### src/rtl/millisecond_software_timer_set_defines.svh
// assertion helpers shared by the timer set rtl
`ifndef MILLISECOND_SOFTWARE_TIMER_SET_DEFINES_SVH
`define MILLISECOND_SOFTWARE_TIMER_SET_DEFINES_SVH

// same-cycle implication, checked out of reset
`define MST_ASSERT_NOW(label, ante, cons) \
    label: assert property (@(posedge i_clk) disable iff (!i_rst_n) (ante) |-> (cons)) \
        else $error("timer set check failed");

// next-cycle implication, checked out of reset
`define MST_ASSERT_NEXT(label, ante, cons) \
    label: assert property (@(posedge i_clk) disable iff (!i_rst_n) (ante) |=> (cons)) \
        else $error("timer set check failed");

`endif

### src/rtl/mst_pkg.sv
package mst_pkg;

    localparam int CNT_W = 16;
    localparam logic [CNT_W-1:0] TPS_RESET = 16'd1000;

    typedef enum logic [1:0] {
        OP_TICK    = 2'd0,
        OP_ONESHOT = 2'd1,
        OP_HOLD    = 2'd2,
        OP_TIMEOUT = 2'd3
    } t_op;

    typedef struct packed {
        t_op              operation;
        logic [CNT_W-1:0] duration;
    } t_in_item;

    typedef struct packed {
        logic second_pulse;
        logic oneshot_expired;
        logic hold_busy;
        logic timeout_expired;
    } t_out_item;

endpackage

### src/rtl/mst_core.sv
`include "millisecond_software_timer_set_defines.svh"

module mst_core (
    input  logic              i_clk,
    input  logic              i_rst_n,
    input  logic              i_cfg_we,
    input  logic [15:0]       i_cfg_wdata,
    input  logic              i_fire,
    input  mst_pkg::t_in_item i_item,
    output mst_pkg::t_out_item o_result
);
    import mst_pkg::*;

    logic [CNT_W-1:0] r_tps;
    logic [CNT_W-1:0] r_hold_count, n_hold_count;
    logic [CNT_W-1:0] r_timeout_limit, n_timeout_limit;
    logic [CNT_W-1:0] r_timeout_elapsed, n_timeout_elapsed;
    logic             r_timeout_flag, n_timeout_flag;
    logic [CNT_W-1:0] r_oneshot_count, n_oneshot_count;
    logic             r_oneshot_flag, n_oneshot_flag;
    logic [CNT_W-1:0] r_second_divider, n_second_divider;
    logic [CNT_W:0]   w_div_inc;
    logic             w_pulse;

    // divider step widened so a full count never wraps before the compare
    assign w_div_inc = {1'b0, r_second_divider} + {{CNT_W{1'b0}}, 1'b1};

    always_comb begin
        n_hold_count      = r_hold_count;
        n_timeout_limit   = r_timeout_limit;
        n_timeout_elapsed = r_timeout_elapsed;
        n_timeout_flag    = r_timeout_flag;
        n_oneshot_count   = r_oneshot_count;
        n_oneshot_flag    = r_oneshot_flag;
        n_second_divider  = r_second_divider;
        w_pulse           = 1'b0;
        case (i_item.operation)
            OP_TICK: begin
                if (r_hold_count != '0) begin
                    n_hold_count = r_hold_count - CNT_W'(1);
                end
                if (r_timeout_limit != '0) begin
                    if (r_timeout_elapsed >= r_timeout_limit) begin
                        n_timeout_flag = 1'b1;
                    end else begin
                        n_timeout_elapsed = r_timeout_elapsed + CNT_W'(1);
                    end
                end else begin
                    n_timeout_flag = 1'b0;
                end
                if (w_div_inc >= {1'b0, r_tps}) begin
                    w_pulse          = 1'b1;
                    n_second_divider = '0;
                end else begin
                    n_second_divider = w_div_inc[CNT_W-1:0];
                end
                if (r_oneshot_count != '0) begin
                    n_oneshot_count = r_oneshot_count - CNT_W'(1);
                    if (r_oneshot_count == {{(CNT_W-1){1'b0}}, 1'b1}) begin
                        n_oneshot_flag = 1'b1;
                    end
                end
            end
            OP_ONESHOT: begin
                n_oneshot_count = i_item.duration;
                n_oneshot_flag  = 1'b0;
            end
            OP_HOLD: begin
                n_hold_count = i_item.duration;
            end
            OP_TIMEOUT: begin
                n_timeout_limit   = i_item.duration;
                n_timeout_elapsed = '0;
                n_timeout_flag    = 1'b0;
            end
            default: begin
                n_hold_count = r_hold_count;
            end
        endcase
    end

    // result reflects state after the item
    always_comb begin
        o_result.second_pulse    = w_pulse;
        o_result.oneshot_expired = n_oneshot_flag;
        o_result.hold_busy       = (n_hold_count != '0);
        o_result.timeout_expired = n_timeout_flag;
    end

    always_ff @(posedge i_clk) begin
        if (!i_rst_n) begin
            r_tps             <= TPS_RESET;
            r_hold_count      <= '0;
            r_timeout_limit   <= '0;
            r_timeout_elapsed <= '0;
            r_timeout_flag    <= 1'b0;
            r_oneshot_count   <= '0;
            r_oneshot_flag    <= 1'b0;
            r_second_divider  <= '0;
        end else begin
            if (i_cfg_we) begin
                r_tps <= i_cfg_wdata;
            end
            if (i_fire) begin
                r_hold_count      <= n_hold_count;
                r_timeout_limit   <= n_timeout_limit;
                r_timeout_elapsed <= n_timeout_elapsed;
                r_timeout_flag    <= n_timeout_flag;
                r_oneshot_count   <= n_oneshot_count;
                r_oneshot_flag    <= n_oneshot_flag;
                r_second_divider  <= n_second_divider;
            end
        end
    end

    `MST_ASSERT_NOW(a_cmd_no_pulse, i_fire && (i_item.operation != OP_TICK), !o_result.second_pulse)
    `MST_ASSERT_NEXT(a_pulse_restarts, i_fire && o_result.second_pulse, r_second_divider == '0)
    `MST_ASSERT_NEXT(a_idle_holds, !i_fire, $stable(r_hold_count) && $stable(r_oneshot_count))

endmodule

### src/rtl/millisecond_software_timer_set.sv
// result path: input register, then result register
// throughput: one item per cycle while the result side is not stalled; the counter update
// for an item is a single pass through short compare/increment logic between the two registers
// a stalled result register holds its item while the input register still takes one more
// reset: synchronous, active low; all counters and flags clear, ticks_per_second reloads 1000
`include "millisecond_software_timer_set_defines.svh"

module millisecond_software_timer_set (
    input  logic               i_clk,
    input  logic               i_rst_n,
    // configuration: ticks_per_second, written without handshake
    input  logic               i_cfg_we,
    input  logic [15:0]        i_cfg_wdata,
    // item channel
    input  logic               i_in_valid,
    output logic               o_in_ready,
    input  mst_pkg::t_in_item  i_in_item,
    // result channel
    output logic               o_out_valid,
    input  logic               i_out_ready,
    output mst_pkg::t_out_item o_out_item
);
    import mst_pkg::*;

    // input register
    logic      r_in_valid;
    t_in_item  r_in_item;
    // result register
    logic      r_out_valid;
    t_out_item r_out_item;

    logic      w_out_free;
    logic      w_fire;
    t_out_item w_result;

    // result register can take a new item when empty or being drained this cycle
    assign w_out_free = !r_out_valid || i_out_ready;
    // the buffered item is processed and committed to timer state
    assign w_fire     = r_in_valid && w_out_free;
    // input register frees up whenever its item moves on
    assign o_in_ready = !r_in_valid || w_fire;

    mst_core u_core (
        .i_clk       (i_clk),
        .i_rst_n     (i_rst_n),
        .i_cfg_we    (i_cfg_we),
        .i_cfg_wdata (i_cfg_wdata),
        .i_fire      (w_fire),
        .i_item      (r_in_item),
        .o_result    (w_result)
    );

    // input stage: payload needs no reset
    always_ff @(posedge i_clk) begin
        if (!i_rst_n) begin
            r_in_valid <= 1'b0;
        end else if (o_in_ready) begin
            r_in_valid <= i_in_valid;
        end
    end

    always_ff @(posedge i_clk) begin
        if (o_in_ready && i_in_valid) begin
            r_in_item <= i_in_item;
        end
    end

    // result stage
    always_ff @(posedge i_clk) begin
        if (!i_rst_n) begin
            r_out_valid <= 1'b0;
        end else if (w_out_free) begin
            r_out_valid <= w_fire;
        end
    end

    always_ff @(posedge i_clk) begin
        if (w_fire) begin
            r_out_item <= w_result;
        end
    end

    assign o_out_valid = r_out_valid;
    assign o_out_item  = r_out_item;

    `MST_ASSERT_NEXT(a_in_kept, r_in_valid && !w_fire, r_in_valid)
    `MST_ASSERT_NEXT(a_fire_to_out, w_fire, r_out_valid)
    `MST_ASSERT_NOW(a_empty_out_drains, r_in_valid && !r_out_valid, w_fire)

endmodule

### config.mk
export PLATFORM = sky130hd
export DESIGN_NAME = millisecond_software_timer_set
export DESIGN_NICKNAME = d
export VERILOG_FILES = /design/src/rtl/mst_pkg.sv /design/src/rtl/mst_core.sv /design/src/rtl/millisecond_software_timer_set.sv
export VERILOG_INCLUDE_DIRS = /design/src /design/src/rtl
export SDC_FILE = /design/constraint.sdc
export NUM_CORES = 1
export LEC_CHECK = 0
export ABC_AREA = 0
export BUFFER_PORTS_ARGS = -buffer_cell sky130_fd_sc_hd__clkbuf_2
export CELL_PAD_IN_SITES_DETAIL_PLACEMENT = 1
export CELL_PAD_IN_SITES_GLOBAL_PLACEMENT = 2
export CORE_MARGIN = 2
export CORE_UTILIZATION = 40
export DETAILED_ROUTE_END_ITERATION = 6
export GPL_TIMING_DRIVEN = 0
export MAX_ROUTING_LAYER = met4
export PLACE_DENSITY = 0.95
export SETUP_SLACK_MARGIN = 0.3
export SYNTH_ARGS = -nofsm -noshare
export SYNTH_HDL_FRONTEND = slang
export SYNTH_HIERARCHICAL = 1
export SYNTH_SLANG_ARGS = --single-unit
### constraint.sdc
create_clock -name i_clk -period 4.75 [get_ports i_clk]
set_input_delay 0.475 -clock i_clk [delete_from_list [all_inputs] [get_ports i_clk]]
set_output_delay 0.475 -clock i_clk [all_outputs]
set_load 0.05 [all_outputs]
==> out/metrics.csv <==
stage;metric;value;unit
place;io_buffers;43;
floorplan;die_h;134;um
synth;seq_area_frac_synth;0.395;
place;routabilityCongestion;0.851;
sta;fin_skew;8.50;ps
synth;avgSynthCellArea;8.40;um^2
floorplan;die_x;134;um
synth;post_synth_instance_area;6740;um^2
detailed_routing;wire_per_inst;19.1;um
synth;synth-compound-area-share;0.178;
detailed_routing;wirelength;20900;um
synth;synth_edf_count;22;
finish;multi_input_area;3670;um^2
sta;finalSetupTns;0;ps
worst_setup_path;worst-endpoint-required;5060;ps
worst_setup_path;cp-startpoint;u_core/r_second_divider[0]$_SDFFE_PN0P_;
power;ir_worst_vdd;0.301;mV
finish;regArea;2660;um^2
sta;relSlewSlack;0.175;
job;maxCapViolCount;0;
detailed_routing;ant_nets;0;
worst_hold_path;min_to;r_in_item[3]$_DFFE_PP_;
grt;overflow;0;
synth;yosysTopAreaCell;dfxtp_1;
worst_setup_path;critical_path_class;flip-flop to flip-flop;
synth;synth_top_area_share;0.297;
sta;slew_violations;0;
clock_tree;root_buffer;clkbuf_16;
finish;final_util;0.476;
synth;async_reset_ff_frac;0;
finish;antennaDiodeCount;0;
place;hpwl;15000;um
floorplan;core;16500;um^2
sta;min_period;4110;ps
outcome;status;completed;
detailed_routing;drc;0;
worst_setup_path;reg2reg_slack;640;ps
synth;yosys_register_bits;122;
clock_tree;cts.sink_count;122;
clock_tree;cts_resized;0;
sta;rsz0062_at_grt;false;
place;placed_cells;1067;
finish;instances_no_fill;1099;
worst_setup_path;start_kind;flip-flop;
clock_tree;clock_path_buffers;2;
synth;synthDistinctLibCells;74;
detailed_routing;drt_iter0_markers;484;
clock_tree;cts_setup_buffers;0;
power;power_leakage;3.00;nW
finish;final_nets;946;
finish;area_growth;16.6;%
worst_hold_path;worstHoldStart;i_in_item[3];
worst_setup_path;r2r_cells;14;
finish;layout-drive-gt1-share;0.116;
synth;synthSimpleGateAreaFrac;0.237;
synth;synth_warnings;6;
floorplan;ios;45;
synth;syn_nets;883;
synth;synth_fa_ha_area_frac;0.0761;
sta;finalSetupViolCount;0;
synth;yosysMostFrequentCell;dfxtp_1;
sta;fmax;244;MHz
grt;grt_pass1_vias;6597;
synth;synthTopCellsByArea;dfxtp_1 30%, edfxtp_1 9.8%, ha_1 7.6%;
power;power.density;368;nW/um^2
floorplan;num_rows;47;
clock_tree;insertion_delay;440;ps
synth;synth_xor_area_frac;0.0338;
grt;grt.total_usage;0.256;
worst_setup_path;critPathMaxFanout;10;
clock_tree;cts_tree;done;
worst_setup_path;regToRegStartpoint;u_core/r_second_divider[0]$_SDFFE_PN0P_;
clock_tree;cts_buffers;17;
detailed_routing;first_pass_iters;6;
grt;antenna_found_initial;0;
synth;syn-instance-count;803;
synth;synth_common_cells;100 x dfxtp_1, 99 x nand2_1, 89 x nor2_1, 53 x a21oi_1, 50 x inv_1;
clock_tree;clkTransAtPathRegs;60;ps
detailed_routing;avgViaCountPerCell;5.64;
floorplan;die_area;17900;um^2
sta;hold_violations;0;
synth;synth_top_family_by_area;simple AND/OR/NAND/NOR gates;
sta;fin_crit_sh;0.864;
detailed_routing;vias;6193;
sta;tightest_slew;1230;ps
finish;fillCellCount;1991;
clock_tree;htreeDepth;4;
worst_setup_path;critPathArrivalTime;4420;ps
synth;synthMuxAreaShare;0.0193;
worst_hold_path;hold_class;input port to flip-flop;
floorplan;start_util;0.408;
worst_hold_path;hold_depth;1;
synth;ys.flop_type;dfxtp_1;
grt;grt_pass1_wl;34600;um
worst_setup_path;worstSetupEndpointType;flip-flop;
grt;grt_max_degree;17;
worst_setup_path;reg2reg_to;o_out_item[3]$_DFFE_PP_;
clock_tree;ctsHoldBuffers;0;
-- flip-flops by register name (all words and copies together), names as in the netlist --
name                      count
u_core/r_timeout_limit       16
r_in_valid                    1
o_out_valid                   1
r_in_item                    18
o_out_item                    4
u_core/r_timeout_elapsed     16
u_core/r_tps                 16
u_core/r_timeout_flag         1
u_core/r_oneshot_count       16
u_core/r_second_divider      16
u_core/r_oneshot_flag         1
u_core/r_hold_count          16
-- worst max path at each step --
stage / cells after the start / end
after floorplan: 15 / o_out_item[3]$_DFFE_PP_
after global placement: 14 / o_out_item[3]$_DFFE_PP_
after detailed placement: 14 / o_out_item[3]$_DFFE_PP_
after CTS: 14 / o_out_item[3]$_DFFE_PP_
after global routing: 14 / o_out_item[3]$_DFFE_PP_
final: 14 / o_out_item[3]$_DFFE_PP_
-- routing by layer --
metal	vias up	global-route usage	part of all wire
met5	-	-	0
met4	0	0.109	0.025
met3	40	0.0601	0.050
met2	130	0.414	0.48
met1	3014	0.307	0.45
li1	3009	-	-
-- report_power, final --
group | internal (W) | total [W] | switching [W] | leakage (nW)
Sequential | 0.00110 | 0.00116 | 0.0000555 | 1.03
Clock | 0.000837 | 0.00134 | 0.000499 | 0.299
Combinational | 0.000150 | 0.000398 | 0.000248 | 1.68
Total | 0.00209 | 0.00289 | 0.000803 | 3.00
-- layout make-up --
| class | count | area share |
|---|---|---|
| timing repair buffer | 44 | 0.0293 |
| inverter | 51 | 0.0253 |
| tap | 220 | 0.0350 |
| multi-input combinational | 581 | 0.467 |
| clock inverter | 8 | 0.0100 |
| buffer | 49 | 0.0272 |
| sequential | 122 | 0.338 |
| clock buffer | 24 | 0.0679 |
-- placed cells by master (no fill, tap or decap), types with 5 or more instances in the layout --
cell type and instances:
a21o_1 6, nand4_1 14, clkbuf_1 38, edfxtp_1 22, a22oi_1 6, ha_1 41
and3_1 6, nand2_1 99, o211ai_1 10, mux2i_1 13, a211oi_1 21, clkbuf_16 19
nor3_1 14, inv_1 50, buf_4 5, a31oi_1 13, nor2_1 89, clkbuf_2 43
a221oi_1 6, o21ai_0 29, xor2_1 6, dfxtp_1 100, nor4_1 17, o311a_1 6
a21oi_1 52, nand3_1 40, xnor2_1 20
-- stage by stage --
step | area [um^2] | total power (W) | hold slack, ps | setup slack (ps)
detailed placement | 7250 | 0.00157 | 456 | 667
global route | 7870 | 0.00301 | 202 | 342
global placement | 7230 | 0.00155 | 442 | 627
finish | 7870 | 0.00289 | 214 | 645
CTS | 7870 | 0.00291 | 194 | 605
floorplan | 6740 | 0.00144 | 432 | 1590
-- critical path: stages (launching register included) --
cell,delay [ps]
dfxtp_1,430
ha_1,290
nand2_1,90
nor2_1,440
nand3_1,170
xnor2_1,180
ha_1,310
nand4_1,180
a2111oi_0,750
a211oi_1,160
o211ai_1,240
a31oi_1,160
clkbuf_1,300
nor2_1,170
buf_4,120
-- cell families after synthesis --
group                      Yosys count
DFF                                122
xor gates and xnor gates            26
muxes                               13
AOI/OAI and AO/OA                  181
and+or+nand+nor                    320
buffers and inverters              100
adders and majority gates           41
Power figures use the tool's default switching activity.
